===== config.mk =====
export PLATFORM = sky130hd
export DESIGN_NAME = breaker_relay_sequencer_flat
export DESIGN_NICKNAME = d
export VERILOG_FILES = /design/src/hw/rtl/brs_pkg.sv /design/src/hw/rtl/brs_req_if.sv /design/src/hw/rtl/brs_rsp_if.sv /design/src/hw/rtl/brs_breaker_step.sv /design/src/hw/rtl/brs_precharge_step.sv /design/src/hw/rtl/breaker_relay_sequencer.sv /design/src/flat_wrapper.sv
export SDC_FILE = /design/constraint.sdc
export NUM_CORES = 1
export LEC_CHECK = 0
export BUFFER_PORTS_ARGS = -buffer_cell sky130_fd_sc_hd__buf_4
export CAP_MARGIN = 20
export CORE_MARGIN = 4
export CORE_UTILIZATION = 45
export DETAILED_ROUTE_END_ITERATION = 16
export GPL_TIMING_DRIVEN = 0
export HOLD_SLACK_MARGIN = 0.12
export PLACE_DENSITY_LB_ADDON = 0.1
export REMOVE_ABC_BUFFERS = 1
export SLEW_MARGIN = 30
export SYNTH_ARGS = -nofsm -noshare
export SYNTH_HDL_FRONTEND = slang
export SYNTH_SLANG_ARGS = --single-unit

===== constraint.sdc =====
create_clock -name clock -period 2.9 [get_ports clock]
set_clock_uncertainty 0.05 [all_clocks]
set_input_delay 0.145 -clock clock [delete_from_list [all_inputs] [get_ports clock]]
set_output_delay 0.145 -clock clock [all_outputs]
set_load 0.01 [all_outputs]

===== src/hw/rtl/brs_pkg.sv =====
// Package: shared step codes and control structs for the breaker relay sequencer.
`default_nettype none

package brs_pkg;

   // Sequencer step, one-hot
   typedef enum logic [6:0] {
      STEP_ON   = 7'b0000001,
      STEP_OFF  = 7'b0000010,
      STEP_ON1  = 7'b0000100,
      STEP_ON2  = 7'b0001000,
      STEP_OFF1 = 7'b0010000,
      STEP_OFF2 = 7'b0100000,
      STEP_DONE = 7'b1000000
   } step_type;

   // func field codes
   localparam logic FUNC_TICK = 1'b0;
   localparam logic FUNC_CMD  = 1'b1;

   // Command word bit positions
   localparam int CMD_MOP_CLOSE = 0;
   localparam int CMD_MOP_OPEN  = 1;
   localparam int CMD_VCB_CLOSE = 2;
   localparam int CMD_VCB_OPEN  = 3;
   localparam int CMD_PRE_ON    = 4;
   localparam int CMD_PRE_OFF   = 5;
   localparam int CMD_DC_MAIN   = 6;
   localparam int CMD_DC_PAIR   = 7;
   localparam int CMD_USED_BITS = 8;

   localparam int CMD_WIDTH     = 16;
   localparam int PRE_RELAYS    = 3;

   // Per-item control into a breaker sequencer
   typedef struct packed {
      logic is_cmd;
      logic close_req;
      logic open_req;
      logic feedback;
   } brk_ctl_type;

   // Breaker coil drives
   typedef struct packed {
      logic close_coil;
      logic open_coil;
   } coil_type;

   // Per-item control into the pre-charge sequencer
   typedef struct packed {
      logic is_cmd;
      logic on_req;
      logic off_req;
   } pre_ctl_type;

endpackage

`default_nettype wire


===== src/hw/rtl/brs_req_if.sv =====
// Interface: input item channel of the breaker relay sequencer.
`default_nettype none

interface brs_req_if;
   import brs_pkg::*;

   logic                 valid;
   logic                 ready;
   logic                 func;
   logic [CMD_WIDTH-1:0] command_map;
   logic                 mop_feedback;
   logic                 vcb_feedback;

   modport source (
      output valid, func, command_map, mop_feedback, vcb_feedback,
      input  ready
   );

   modport sink (
      input  valid, func, command_map, mop_feedback, vcb_feedback,
      output ready
   );
endinterface

`default_nettype wire


===== src/hw/rtl/brs_rsp_if.sv =====
// Interface: result item channel of the breaker relay sequencer.
`default_nettype none

interface brs_rsp_if;
   import brs_pkg::*;

   logic                  valid;
   logic                  ready;
   logic                  mop_close_coil;
   logic                  mop_open_coil;
   logic                  vcb_close_coil;
   logic                  vcb_open_coil;
   logic [PRE_RELAYS-1:0] precharge_relays;
   logic                  dc_main_relay;
   logic                  dc_pair_relays;
   logic                  mop_busy;
   logic                  vcb_busy;
   logic                  precharge_busy;

   modport source (
      output valid, mop_close_coil, mop_open_coil, vcb_close_coil, vcb_open_coil,
             precharge_relays, dc_main_relay, dc_pair_relays,
             mop_busy, vcb_busy, precharge_busy,
      input  ready
   );

   modport sink (
      input  valid, mop_close_coil, mop_open_coil, vcb_close_coil, vcb_open_coil,
             precharge_relays, dc_main_relay, dc_pair_relays,
             mop_busy, vcb_busy, precharge_busy,
      output ready
   );
endinterface

`default_nettype wire


===== src/hw/rtl/brs_breaker_step.sv =====
// Next-step and coil logic for one breaker sequencer.
`default_nettype none

module brs_breaker_step
   import brs_pkg::*;
(
   input  wire step_type    step,
   input  wire coil_type    coils,
   input  wire brk_ctl_type ctl,
   output step_type         step_next,
   output coil_type         coils_next
);

   always_comb begin
      step_next  = step;
      coils_next = coils;
      if (ctl.is_cmd) begin
         // close needs feedback on, open needs it off; close checked first
         if (step == STEP_DONE) begin
            if (ctl.close_req && ctl.feedback) begin
               step_next = STEP_ON;
            end else if (ctl.open_req && !ctl.feedback) begin
               step_next = STEP_OFF;
            end
         end
      end else begin
         unique case (step)
            STEP_ON: begin
               coils_next = '0;
               step_next  = STEP_ON1;
            end
            STEP_OFF: begin
               coils_next = '0;
               step_next  = STEP_OFF1;
            end
            STEP_ON1: begin
               coils_next.close_coil = 1'b1;
               step_next             = STEP_ON2;
            end
            STEP_ON2: begin
               coils_next.close_coil = 1'b0;
               step_next             = STEP_DONE;
            end
            STEP_OFF1: begin
               coils_next.open_coil = 1'b1;
               step_next            = STEP_OFF2;
            end
            STEP_OFF2: begin
               coils_next.open_coil = 1'b0;
               step_next            = STEP_DONE;
            end
            default: begin
            end
         endcase
      end
   end

endmodule

`default_nettype wire


===== src/hw/rtl/brs_precharge_step.sv =====
// Next-step and relay logic for the pre-charge sequencer.
`default_nettype none

module brs_precharge_step
   import brs_pkg::*;
(
   input  wire step_type              step,
   input  wire logic [PRE_RELAYS-1:0] relays,
   input  wire pre_ctl_type           ctl,
   output step_type                   step_next,
   output logic [PRE_RELAYS-1:0]      relays_next
);

   always_comb begin
      step_next   = step;
      relays_next = relays;
      if (ctl.is_cmd) begin
         if (step == STEP_DONE) begin
            if (ctl.on_req) begin
               step_next = STEP_ON;
            end else if (ctl.off_req) begin
               step_next = STEP_OFF;
            end
         end
      end else begin
         unique case (step)
            STEP_ON:   step_next = STEP_ON1;
            STEP_OFF:  step_next = STEP_OFF1;
            STEP_ON1: begin
               // all three relays close together
               relays_next = '1;
               step_next   = STEP_DONE;
            end
            STEP_OFF1: begin
               relays_next = '0;
               step_next   = STEP_DONE;
            end
            default: begin
            end
         endcase
      end
   end

endmodule

`default_nettype wire


===== src/hw/rtl/breaker_relay_sequencer.sv =====
// Top level: input register, three relay sequencers and the result stage.
// Accepted items wait in the input register until the result slot is free. Throughput:
// one item per cycle while results are taken; the input register refills in the same
// cycle it hands its item on, and the state/result registers load whenever the result
// slot frees. Reset (synchronous): all steps to done, all relays off, both stages empty.
// The result fields are the state registers themselves, held until taken.
`default_nettype none

module breaker_relay_sequencer
   import brs_pkg::*;
(
   input  wire logic  clock,
   input  wire logic  reset,
   brs_req_if.sink    req_ch,
   brs_rsp_if.source  rsp_ch
);

   // Input register
   logic                     in_valid_ff, in_valid_in;
   logic                     in_func_ff;
   logic [CMD_USED_BITS-1:0] in_cmd_ff;
   logic                     in_mop_fb_ff;
   logic                     in_vcb_fb_ff;

   // Sequencer state, doubles as the result register
   step_type              mop_step_ff, mop_step_in;
   step_type              vcb_step_ff, vcb_step_in;
   step_type              pre_step_ff, pre_step_in;
   coil_type              mop_coils_ff, mop_coils_in;
   coil_type              vcb_coils_ff, vcb_coils_in;
   logic [PRE_RELAYS-1:0] pre_relays_ff, pre_relays_in;
   logic                  dc_main_ff, dc_main_in;
   logic                  dc_pair_ff, dc_pair_in;
   logic                  out_valid_ff, out_valid_in;

   logic        advance;
   logic        take_in;
   logic        is_cmd;
   brk_ctl_type mop_ctl;
   brk_ctl_type vcb_ctl;
   pre_ctl_type pre_ctl;

   assign advance = in_valid_ff && (!out_valid_ff || rsp_ch.ready);
   assign req_ch.ready = !in_valid_ff || advance;
   assign take_in = req_ch.valid && req_ch.ready;
   assign is_cmd = (in_func_ff == FUNC_CMD);

   assign mop_ctl = '{is_cmd:    is_cmd,
                      close_req: in_cmd_ff[CMD_MOP_CLOSE],
                      open_req:  in_cmd_ff[CMD_MOP_OPEN],
                      feedback:  in_mop_fb_ff};
   assign vcb_ctl = '{is_cmd:    is_cmd,
                      close_req: in_cmd_ff[CMD_VCB_CLOSE],
                      open_req:  in_cmd_ff[CMD_VCB_OPEN],
                      feedback:  in_vcb_fb_ff};
   assign pre_ctl = '{is_cmd:  is_cmd,
                      on_req:  in_cmd_ff[CMD_PRE_ON],
                      off_req: in_cmd_ff[CMD_PRE_OFF]};

   brs_breaker_step u_mop (
      .step       (mop_step_ff),
      .coils      (mop_coils_ff),
      .ctl        (mop_ctl),
      .step_next  (mop_step_in),
      .coils_next (mop_coils_in)
   );

   brs_breaker_step u_vcb (
      .step       (vcb_step_ff),
      .coils      (vcb_coils_ff),
      .ctl        (vcb_ctl),
      .step_next  (vcb_step_in),
      .coils_next (vcb_coils_in)
   );

   brs_precharge_step u_pre (
      .step        (pre_step_ff),
      .relays      (pre_relays_ff),
      .ctl         (pre_ctl),
      .step_next   (pre_step_in),
      .relays_next (pre_relays_in)
   );

   // DC relays follow the command word directly; ticks leave them alone
   assign dc_main_in = is_cmd ? in_cmd_ff[CMD_DC_MAIN] : dc_main_ff;
   assign dc_pair_in = is_cmd ? in_cmd_ff[CMD_DC_PAIR] : dc_pair_ff;

   always_comb begin
      in_valid_in = in_valid_ff;
      if (take_in) begin
         in_valid_in = 1'b1;
      end else if (advance) begin
         in_valid_in = 1'b0;
      end
   end

   always_comb begin
      out_valid_in = out_valid_ff;
      if (advance) begin
         out_valid_in = 1'b1;
      end else if (rsp_ch.ready) begin
         out_valid_in = 1'b0;
      end
   end

   always_ff @(posedge clock) begin
      if (reset) begin
         in_valid_ff   <= 1'b0;
         out_valid_ff  <= 1'b0;
         mop_step_ff   <= STEP_DONE;
         vcb_step_ff   <= STEP_DONE;
         pre_step_ff   <= STEP_DONE;
         mop_coils_ff  <= '0;
         vcb_coils_ff  <= '0;
         pre_relays_ff <= '0;
         dc_main_ff    <= 1'b0;
         dc_pair_ff    <= 1'b0;
      end else begin
         in_valid_ff  <= in_valid_in;
         out_valid_ff <= out_valid_in;
         if (advance) begin
            mop_step_ff   <= mop_step_in;
            vcb_step_ff   <= vcb_step_in;
            pre_step_ff   <= pre_step_in;
            mop_coils_ff  <= mop_coils_in;
            vcb_coils_ff  <= vcb_coils_in;
            pre_relays_ff <= pre_relays_in;
            dc_main_ff    <= dc_main_in;
            dc_pair_ff    <= dc_pair_in;
         end
      end
   end

   // Item payload, no reset needed
   always_ff @(posedge clock) begin
      if (take_in) begin
         in_func_ff   <= req_ch.func;
         in_cmd_ff    <= req_ch.command_map[CMD_USED_BITS-1:0];
         in_mop_fb_ff <= req_ch.mop_feedback;
         in_vcb_fb_ff <= req_ch.vcb_feedback;
      end
   end

   assign rsp_ch.valid            = out_valid_ff;
   assign rsp_ch.mop_close_coil   = mop_coils_ff.close_coil;
   assign rsp_ch.mop_open_coil    = mop_coils_ff.open_coil;
   assign rsp_ch.vcb_close_coil   = vcb_coils_ff.close_coil;
   assign rsp_ch.vcb_open_coil    = vcb_coils_ff.open_coil;
   assign rsp_ch.precharge_relays = pre_relays_ff;
   assign rsp_ch.dc_main_relay    = dc_main_ff;
   assign rsp_ch.dc_pair_relays   = dc_pair_ff;
   assign rsp_ch.mop_busy         = (mop_step_ff != STEP_DONE);
   assign rsp_ch.vcb_busy         = (vcb_step_ff != STEP_DONE);
   assign rsp_ch.precharge_busy   = (pre_step_ff != STEP_DONE);

endmodule

`default_nettype wire


===== src/flat_wrapper.sv =====
// flat-port wrapper written by rule: the top's interface ports become plain ports
module breaker_relay_sequencer_flat import brs_pkg::*;
  (clock, reset, req_ch_valid, req_ch_func, req_ch_command_map, req_ch_mop_feedback, req_ch_vcb_feedback, req_ch_ready, rsp_ch_valid, rsp_ch_mop_close_coil, rsp_ch_mop_open_coil, rsp_ch_vcb_close_coil, rsp_ch_vcb_open_coil, rsp_ch_precharge_relays, rsp_ch_dc_main_relay, rsp_ch_dc_pair_relays, rsp_ch_mop_busy, rsp_ch_vcb_busy, rsp_ch_precharge_busy, rsp_ch_ready);
  brs_req_if req_ch_i ();
  brs_rsp_if rsp_ch_i ();
  input  wire logic clock;
  input  wire logic reset;
  input wire logic [$bits(req_ch_i.valid)-1:0] req_ch_valid;
  input wire logic [$bits(req_ch_i.func)-1:0] req_ch_func;
  input wire logic [$bits(req_ch_i.command_map)-1:0] req_ch_command_map;
  input wire logic [$bits(req_ch_i.mop_feedback)-1:0] req_ch_mop_feedback;
  input wire logic [$bits(req_ch_i.vcb_feedback)-1:0] req_ch_vcb_feedback;
  output wire logic [$bits(req_ch_i.ready)-1:0] req_ch_ready;
  output wire logic [$bits(rsp_ch_i.valid)-1:0] rsp_ch_valid;
  output wire logic [$bits(rsp_ch_i.mop_close_coil)-1:0] rsp_ch_mop_close_coil;
  output wire logic [$bits(rsp_ch_i.mop_open_coil)-1:0] rsp_ch_mop_open_coil;
  output wire logic [$bits(rsp_ch_i.vcb_close_coil)-1:0] rsp_ch_vcb_close_coil;
  output wire logic [$bits(rsp_ch_i.vcb_open_coil)-1:0] rsp_ch_vcb_open_coil;
  output wire logic [$bits(rsp_ch_i.precharge_relays)-1:0] rsp_ch_precharge_relays;
  output wire logic [$bits(rsp_ch_i.dc_main_relay)-1:0] rsp_ch_dc_main_relay;
  output wire logic [$bits(rsp_ch_i.dc_pair_relays)-1:0] rsp_ch_dc_pair_relays;
  output wire logic [$bits(rsp_ch_i.mop_busy)-1:0] rsp_ch_mop_busy;
  output wire logic [$bits(rsp_ch_i.vcb_busy)-1:0] rsp_ch_vcb_busy;
  output wire logic [$bits(rsp_ch_i.precharge_busy)-1:0] rsp_ch_precharge_busy;
  input wire logic [$bits(rsp_ch_i.ready)-1:0] rsp_ch_ready;
  assign req_ch_i.valid = req_ch_valid;
  assign req_ch_i.func = req_ch_func;
  assign req_ch_i.command_map = req_ch_command_map;
  assign req_ch_i.mop_feedback = req_ch_mop_feedback;
  assign req_ch_i.vcb_feedback = req_ch_vcb_feedback;
  assign req_ch_ready = req_ch_i.ready;
  assign rsp_ch_valid = rsp_ch_i.valid;
  assign rsp_ch_mop_close_coil = rsp_ch_i.mop_close_coil;
  assign rsp_ch_mop_open_coil = rsp_ch_i.mop_open_coil;
  assign rsp_ch_vcb_close_coil = rsp_ch_i.vcb_close_coil;
  assign rsp_ch_vcb_open_coil = rsp_ch_i.vcb_open_coil;
  assign rsp_ch_precharge_relays = rsp_ch_i.precharge_relays;
  assign rsp_ch_dc_main_relay = rsp_ch_i.dc_main_relay;
  assign rsp_ch_dc_pair_relays = rsp_ch_i.dc_pair_relays;
  assign rsp_ch_mop_busy = rsp_ch_i.mop_busy;
  assign rsp_ch_vcb_busy = rsp_ch_i.vcb_busy;
  assign rsp_ch_precharge_busy = rsp_ch_i.precharge_busy;
  assign rsp_ch_i.ready = rsp_ch_ready;
  breaker_relay_sequencer u_core (.clock(clock), .reset(reset), .req_ch(req_ch_i), .rsp_ch(rsp_ch_i));
endmodule

* After elaboration in Yosys (flattened, before gate mapping) *
Index checks and enable logic that the tools add are counted.

operators by class
  bitwise gates (word level) = 1
  muxes and demuxes = 24
  eq/ne operators = 28
  reductions and logical operators = 38

operator list
  operator                                              number
  2-to-1 mux 7 bit                                      12
  case mux 7 bit (5 select lines)                       2
  equality test 7 x 1 -> 1 bit (second input constant)  3
  equality test 7 x 2 -> 1 bit (second input constant)  3
  equality test 7 x 3 -> 1 bit (second input constant)  3
  equality test 7 x 5 -> 1 bit (second input constant)  3
  equality test 7 bit (second input constant)           3
  != test 7 bit (second input constant)                 3
  case mux 7 bit (3 select lines)                       1
  AND reduction 3 bit                                   5
  equality test 7 x 4 -> 1 bit (second input constant)  2
  equality test 7 x 6 -> 1 bit (second input constant)  2
  nonzero test 2 bit                                    7
  AND reduction 4 bit                                   3
  nonzero test 6 bit                                    2
  OR reduction 3 bit                                    4
  != test 3 bit (second input constant)                 3
  case mux 1 bit (2 select lines)                       4
  logical AND 1 bit                                     6
  != test 2 bit (second input constant)                 3
  case mux 3 bit (2 select lines)                       1
  OR reduction 2 bit                                    3
  zero test 1 bit                                       4
  2-to-1 mux 1 bit                                      4
  4 further kinds                                       5

storage, ports and cells
  logic and storage cells = 107
  bits in registers = 43
  bits of input ports = 23
  output and inout bits = 14

* Longest topological paths before layout *
Gate-level depths: netlist of the first run.

  depth in word-level cells = 6
  depth in mapped cells = 6
  mapped depth without buffers = 5

* Cells and area by module *
From an unflattened synthesis of the first run, not the netlist that was laid out.

second synthesis, totals
  cell total of the unflattened synthesis = 298
  area total of the unflattened synthesis = 2,831.5 um2

by module, submodules not included
  module                   instances  area each (um2)  sequential area each (um2)  cells an instance
  breaker_relay_sequencer  1          1,806.7          970.9                       162
  brs_breaker_step         2          374.1            0.0                         49
  brs_precharge_step       1          276.5            0.0                         38

* Least setup slack after synthesis of the first run *
OpenSTA, ideal clock, no wires.

  kind = reg-to-reg
  start = register u_core.vcb_step_ff[3]
  end = register u_core.vcb_step_ff[2]
  required time = 2,722 ps
  library setup time = 128 ps
  stages on the path, launching flop included = 7
  data arrival time = 2,161 ps
  period minus slack after synthesis = 2,339 ps
  buffers on the path = 1
  slack = 561 ps
  path through = dfxtp_1 buf_6 or4_4 or4b_4 a211o_1 o211ai_1 o41ai_2

between the ends
  cells in the longest elaborated chain, start to end = 4
  elaborated cells between the ends (all ways) = 13
  classes of those cells = eq/ne: 8; mux: 2; reduce/logical: 3

ends and longest elaborated chain
  what                                                                                 RTL line                        RTL
  from (decl)                                                                          breaker_relay_sequencer.sv:27   step_type vcb_step_ff, vcb_step_in;
  from (signal assigned)                                                               breaker_relay_sequencer.sv:123  vcb_step_ff <= vcb_step_in;
  equality test 7 x 4 -> 1 bit / equality test 7 x 6 -> 1 bit (equally long branches)  brs_breaker_step.sv:27          unique case (step)
  OR reduction 2 bit (no line)                                                         --
  case mux 7 bit (5 select lines) / nonzero test 6 bit (equally long branches)         --
  2-to-1 mux 7 bit / AND reduction 4 bit (equally long branches)                       --

Several ways; a longest one is shown, not always the timed one. The select of a mux whose other input is x is not followed.
A chain may end at the register's enable or synchronous reset.

* Worst setup path in the final report of the first run *
  start = register u_core.vcb_step_ff[3]
  end = register u_core.vcb_step_ff[3]

The elaborated chain is that of the path after synthesis.

==> flow_metrics.env, run 1 <==
export IMPL_finalCritPeriodShare_pct=84.6
export IMPL_htreeDepth=2
export IMPL_antenna_found_initial=0
export IMPL_min_period_ps=2450
export IMPL_synth_area_sq_um=1960
export IMPL_cts_root_buffer="clkbuf_8"
export IMPL_grt_use_total_pct=17.5
export IMPL_regArea_sq_um=891
export IMPL_cts_resized_gates=0
export IMPL_irDropWorstVdd_v=0.000315
export IMPL_critPathArrivalTime_ps=2560
export IMPL_min_path_type="in2reg"
export IMPL_ys_flop_type="dfxtp_1"
export IMPL_syn2layout_area_growth_pct=21.0
export IMPL_cp_data_required_time_ps=3010
export IMPL_whs_path_depth=2
export IMPL_numCtsBuffers=5
export IMPL_grt_ovfl_total=0
export IMPL_final_cell_mix="28 x buf_4, 28 x dfxtp_1, 21 x nor2_1"
export IMPL_cts_setup_buffers=0
export IMPL_hp_start="reset"
export IMPL_post_drt_wl_per_cell_um=14.5
export IMPL_worst_pin_slew_ps=558
export IMPL_cap_violations=0
export IMPL_routed_via_count=1723
export IMPL_dr_pass1_iters=4
export IMPL_power_density_nw_per_um2=454
export IMPL_status="finished clean"
export IMPL_drive_above_1_share_pct=17.9
export IMPL_cp_slowest_cell="or4_4"
export IMPL_routed_wl_mm=4.38
export IMPL_initial_core_util_pct=47.7
export IMPL_startpoint_type="flip-flop"
export IMPL_fmax_ghz=0.408
export IMPL_synth_top_area_share_pct=28.5
export IMPL_routed_via_density=5.71
export IMPL_multi_input_area_sq_um=980
export IMPL_dieArea_sq_um=5490
export IMPL_grt_pass1_wl_mm=7.47
export IMPL_ys_top_cells_by_area="dfxtp_1 29%, edfxtp_1 17%, nor2_1 4.0%"
export IMPL_ys_seq_area_share_pct=45.4
export IMPL_syn_inst=220
export IMPL_regToRegEndpoint="u_core.vcb_step_ff[3]"
export IMPL_path_buf_inv=0
export IMPL_placed_area_sq_um=2160
export IMPL_slowest_delay_ps=590
export IMPL_coreArea_sq_um=4120
export IMPL_hpwl_mm=2.99
export IMPL_path_class="reg2reg"
export IMPL_worst_r2r_setup_slack_ps=450
export IMPL_cts_sinks=39
export IMPL_antenna_left=0
export IMPL_placed_cells=282
export IMPL_io_pin_count=37
export IMPL_die_height_um=74.1
export IMPL_antenna_cells=0
export IMPL_final_area_sq_um=2380
export IMPL_die_width_um=74.1
export IMPL_critPathTopFamily="simple AND/OR/NAND/NOR gates"
export IMPL_finalHoldViolations=0
export IMPL_clk_insertion_delay_late_ps=280
export IMPL_finalWeightedCongestion=0.828
export IMPL_rsz0062_at_grt="false"
export IMPL_worstPathMaxFanout=9
export IMPL_syn_area_per_cell_sq_um=8.93
export IMPL_reg2reg_from="u_core.vcb_step_ff[3]"
export IMPL_drc=0
export IMPL_finalSetupViolations=0
export IMPL_n_fill_cell=370
export IMPL_async_reset_ff_share_pct=0
export IMPL_stdcell_count=302
export IMPL_power_leakage_nw=0.915
export IMPL_grt_pass1_vias=1573
export IMPL_ys_warn_count=0
export IMPL_ys_ff_latch=39
export IMPL_cts_tree="built"
export IMPL_synth_edf_count=11
export IMPL_hold_buffers=12
export IMPL_worstPathCellList="or4_4 > or4b_4 > a211o_1 > a21oi_2 > o21ai_0"
export IMPL_clk_pin_slew_worst_paths_ps=70
export IMPL_yosysTopAreaCell="dfxtp_1"
export IMPL_final_max_slew_viol_count=0
export IMPL_numPortBuffers=28
export IMPL_final_nets=274
export IMPL_slew_headroom_pct=62.3
export IMPL_worst_hold_path_endpoint="u_core.in_valid_ff"
export IMPL_reg2regPathDepth=5
export IMPL_grt_max_degree=25
export IMPL_endpoint_kind="flip-flop"
export IMPL_drtIter0Drc=111
export IMPL_finalSetupTns_ps=0
export IMPL_clk_path_buf_depth=2
export IMPL_synth_distinct_cells=50
export IMPL_num_rows=23
-- worst max path at each step --
stage,to,depth (start not counted),startpoint
finish,u_core.vcb_step_ff[3],5,u_core.vcb_step_ff[3]
global route,u_core.mop_step_ff[6],5,u_core.mop_step_ff[5]
CTS,u_core.vcb_step_ff[2],5,u_core.vcb_step_ff[3]
detailed placement,u_core.vcb_step_ff[6],5,u_core.vcb_step_ff[3]
global placement,u_core.vcb_step_ff[6],5,u_core.vcb_step_ff[3]
floorplan,u_core.vcb_step_ff[2],5,u_core.vcb_step_ff[3]
-- flip-flops by register name, summed over array words and instances (netlist names) --
| name | cells |
|---|---|
| u_core.in_cmd_ff | 8 |
| u_core.in_func_ff | 1 |
| u_core.in_mop_fb_ff | 1 |
| u_core.in_valid_ff | 1 |
| u_core.in_vcb_fb_ff | 1 |
| u_core.mop_step_ff | 7 |
| u_core.pre_step_ff | 5 |
| u_core.rsp_ch.dc_main_relay | 1 |
| u_core.rsp_ch.dc_pair_relays | 1 |
| u_core.rsp_ch.mop_close_coil | 1 |
| u_core.rsp_ch.mop_open_coil | 1 |
| u_core.rsp_ch.precharge_relays | 1 |
| u_core.rsp_ch.valid | 1 |
| u_core.rsp_ch.vcb_close_coil | 1 |
| u_core.rsp_ch.vcb_open_coil | 1 |
| u_core.vcb_step_ff | 7 |
-- cell usage after synthesis (4+ instances only) --
cell	count
mux2i_1	4
clkbuf_1	10
or3_1	4
dfxtp_1	28
nor3_1	14
nand3_1	12
xor2_1	6
nor4b_1	5
edfxtp_1	11
a21oi_1	10
xnor2_1	4
o211ai_1	4
nor2_1	21
inv_1	5
o21ai_0	11
nand2_1	17
nor4_1	5
-- kinds of logic after synthesis --
kind of cell    after synthesis  synth area share [%]
flops                        39                  45.4
buf+inv                      22                  5.03
mux                           5                  2.61
xor+xnor                     10                  4.46
compound gates               48                  16.9
simple gates                 96                  25.7
-- per-stage QoR --
stage	power [mW]	setup slack [ps]	utilization [%]	hold slack (ps)
finish	1.08	448	57.7	169
global route	1.13	303	57.7	175
CTS	1.09	467	57.6	164
detailed placement	0.708	487	52.5	274
global placement	0.708	483	52.5	273
floorplan	0.660	587	-	164
-- layout make-up --
type,count,area share (%)
Timing Repair Buffer,40,13.9
Clock inverter,1,0.158
Sequential cell,39,37.5
Multi-Input combinational cell,159,41.2
Clock buffer,7,3.63
Inverter,6,0.948
Tap cell,50,2.63
-- worst reg2reg max path, cell delays in order (launching register included) --
cell     delay, ps
dfxtp_1        420
or4_4          590
or4b_4         550
a211o_1        380
a21oi_2        220
o21ai_0        120
-- layer usage --
metal  routed length, um  track usage, %  share of wire [%]  vias up
li1                    -               -                  -      873
met1                2030            24.6                 46      797
met2                2100            26.8                 48       51
met3                 216            4.32                4.9        2
met4                  27            4.63               0.62        0
met5                   0               0                  0        -
-- power breakdown --
| group | switching, mW | internal (mW) |
|---|---|---|
| Clock | 0.179 | 0.191 |
| Combinational | 0.0594 | 0.0551 |
| Sequential | 0.0169 | 0.578 |
(Power assumes the default switching activity.)
==> run 2, diff against run 1 <==
==> constraint.sdc (replaced) <==
create_clock -name clock -period 2.5 [get_ports clock]
set_clock_uncertainty 0.05 [all_clocks]
set_input_delay 0.125 -clock clock [delete_from_list [all_inputs] [get_ports clock]]
set_output_delay 0.125 -clock clock [all_outputs]
set_load 0.01 [all_outputs]
==> flow_metrics.env, run 2 (synthesis gave the netlist of run 1 again) <==
export IMPL_status="finished clean"
export IMPL_p_comb_share_pct=10.7
export IMPL_switching_share_pct=23.7
export IMPL_cp_slowest_cell="or4b_4"
export IMPL_clk_path_buf_depth=2
export IMPL_worstPathCellList="or4_4 > or4b_4 > a211o_1 > a21oi_2 > o21ai_0"
export IMPL_fmax_ghz=0.413
export IMPL_final_nets=274
export IMPL_cap_violations=0
export IMPL_worstPathMaxFanout=10
export IMPL_drc=0
export IMPL_dr_pass1_iters=4
export IMPL_io_pin_count=37
export IMPL_cts_root_buffer="clkbuf_8"
export IMPL_startpoint_type="flip-flop"
export IMPL_grt_max_degree=25
export IMPL_finalSetupViolations=0
export IMPL_routed_wl_mm=4.39
export IMPL_finalSetupTns_ps=0
export IMPL_coreArea_sq_um=4120
export IMPL_largest_register_ffs=8
export IMPL_power_mw=1.25
export IMPL_hpwl_mm=2.99
export IMPL_routed_via_density=5.69
export IMPL_numCtsBuffers=5
export IMPL_clkPwrFrac_pct=34.3
export IMPL_post_drt_wl_per_cell_um=14.5
export IMPL_antenna_cells=0
export IMPL_path_buf_inv=0
export IMPL_num_rows=23
export IMPL_clk_pin_slew_worst_paths_ps=70
export IMPL_dieArea_sq_um=5490
export IMPL_rsz0062_at_grt="false"
export IMPL_layout_commonest_cell="buf_4"
export IMPL_antenna_found_initial=0
export IMPL_power_leakage_nw=0.916
export IMPL_cp_data_required_time_ps=2610
export IMPL_cts_tree="built"
export IMPL_path_class="reg2reg"
export IMPL_min_path_type="in2reg"
export IMPL_finalWeightedCongestion=0.828
export IMPL_endpoint_kind="flip-flop"
export IMPL_routed_via_count=1719
export IMPL_grt_pass1_vias=1573
export IMPL_finalCritPeriodShare_pct=96.8
export IMPL_htreeDepth=2
export IMPL_die_width_um=74.1
export IMPL_critPathTopFamily="simple AND/OR/NAND/NOR gates"
export IMPL_irDropWorstVdd_v=0.000365
export IMPL_final_cell_mix="28 x buf_4, 27 x dfxtp_1, 21 x nor2_1"
export IMPL_slowest_delay_ps=550
export IMPL_drtIter0Drc=124
export IMPL_syn2layout_area_growth_pct=21.3
export IMPL_grt_pass1_wl_mm=7.47
export IMPL_final_max_slew_viol_count=0
export IMPL_initial_core_util_pct=47.7
export IMPL_largest_register="u_core.in_cmd_ff"
export IMPL_p_int_mw=0.955
export IMPL_cts_setup_buffers=0
export IMPL_slew_headroom_pct=62.0
export IMPL_power_switching_mw=0.297
export IMPL_power_density_nw_per_um2=526
export IMPL_critPathArrivalTime_ps=2530
export IMPL_die_height_um=74.1
export IMPL_grt_use_total_pct=17.5
export IMPL_numPortBuffers=28
export IMPL_grt_ovfl_total=0
export IMPL_cts_sinks=39
export IMPL_pwr_share_seq_pct=55.1
export IMPL_finalHoldViolations=0
export IMPL_worst_pin_slew_ps=568
export IMPL_min_period_ps=2420
export IMPL_drive_above_1_share_pct=18.7
export IMPL_top_regs="u_core.in_cmd_ff (8), u_core.mop_step_ff (7), u_core.vcb_step_ff (7)"
export IMPL_antenna_left=0
export IMPL_clk_insertion_delay_late_ps=280
-- run 2: changes by cell type in the layout (fill, tap and decap cells not counted) --
cell,delta
dfxtp_2,+1
dfxtp_1,-1
nor3_1,-1
o21ai_1,+1
o21ai_0,-1
nor3_2,+1
-- run 2: cell type report --
class | count | area (sq um)
clock inverter | 1 | 3.75
timing repair buffer | 40 | 330
clock buffer | 7 | 86.3
fill | 370 | 1730
sequential | 39 | 892
multi-input combinational | 159 | 985
tap | 50 | 62.6
inverter | 6 | 22.5
-- run 2: worst paths after layout --
check	from	end	slack, ps	depth (start not counted)
max	u_core.vcb_step_ff[5]	u_core.vcb_step_ff[3]	80	5
min	reset	u_core.in_valid_ff	150	2
max reg2reg	u_core.vcb_step_ff[5]	u_core.vcb_step_ff[3]	80	5
min reg2reg	u_core.in_cmd_ff[7]	u_core.rsp_ch.dc_pair_relays	440	2
-- run 2: power groups by stage --
stage,combinational (mW),sequential [mW],clock [mW]
after global routing,0.150,0.692,0.466
after floorplan,0.0666,0.699,0
after CTS,0.133,0.689,0.441
after detailed placement,0.118,0.703,0
final,0.133,0.690,0.429
after global placement,0.118,0.703,0
-- run 2: metrics by stage --
step | hold WS [ps] | setup WS [ps] | instances | area, sq um | util, %
floorplan | 144 | 187 | 204 | 1890 | -
global placement | 253 | 82.8 | 282 | 2160 | 52.5
detailed placement | 254 | 86.9 | 282 | 2160 | 52.5
CTS | 144 | 66.6 | 302 | 2370 | 57.6
global route | 155 | 14.2 | 302 | 2380 | 57.9
finish | 149 | 79.8 | 302 | 2380 | 57.9
-- run 2: what timing repair did --
item / CTS / global route
hold buffers: 12 / 0
resized for setup: 0 / 3
endpoints found under the setup margin: 0 / 8
hold endpoints to repair: 12 / 0
-- run 2: metal layers --
metal  global-route usage, %  wire [um]  up-vias
li1                        -          -      872
met1                    24.6       2060      799
met2                    26.8       2110       46
met3                    4.32        194        2
met4                    4.63         27        0
met5                       0          0        -
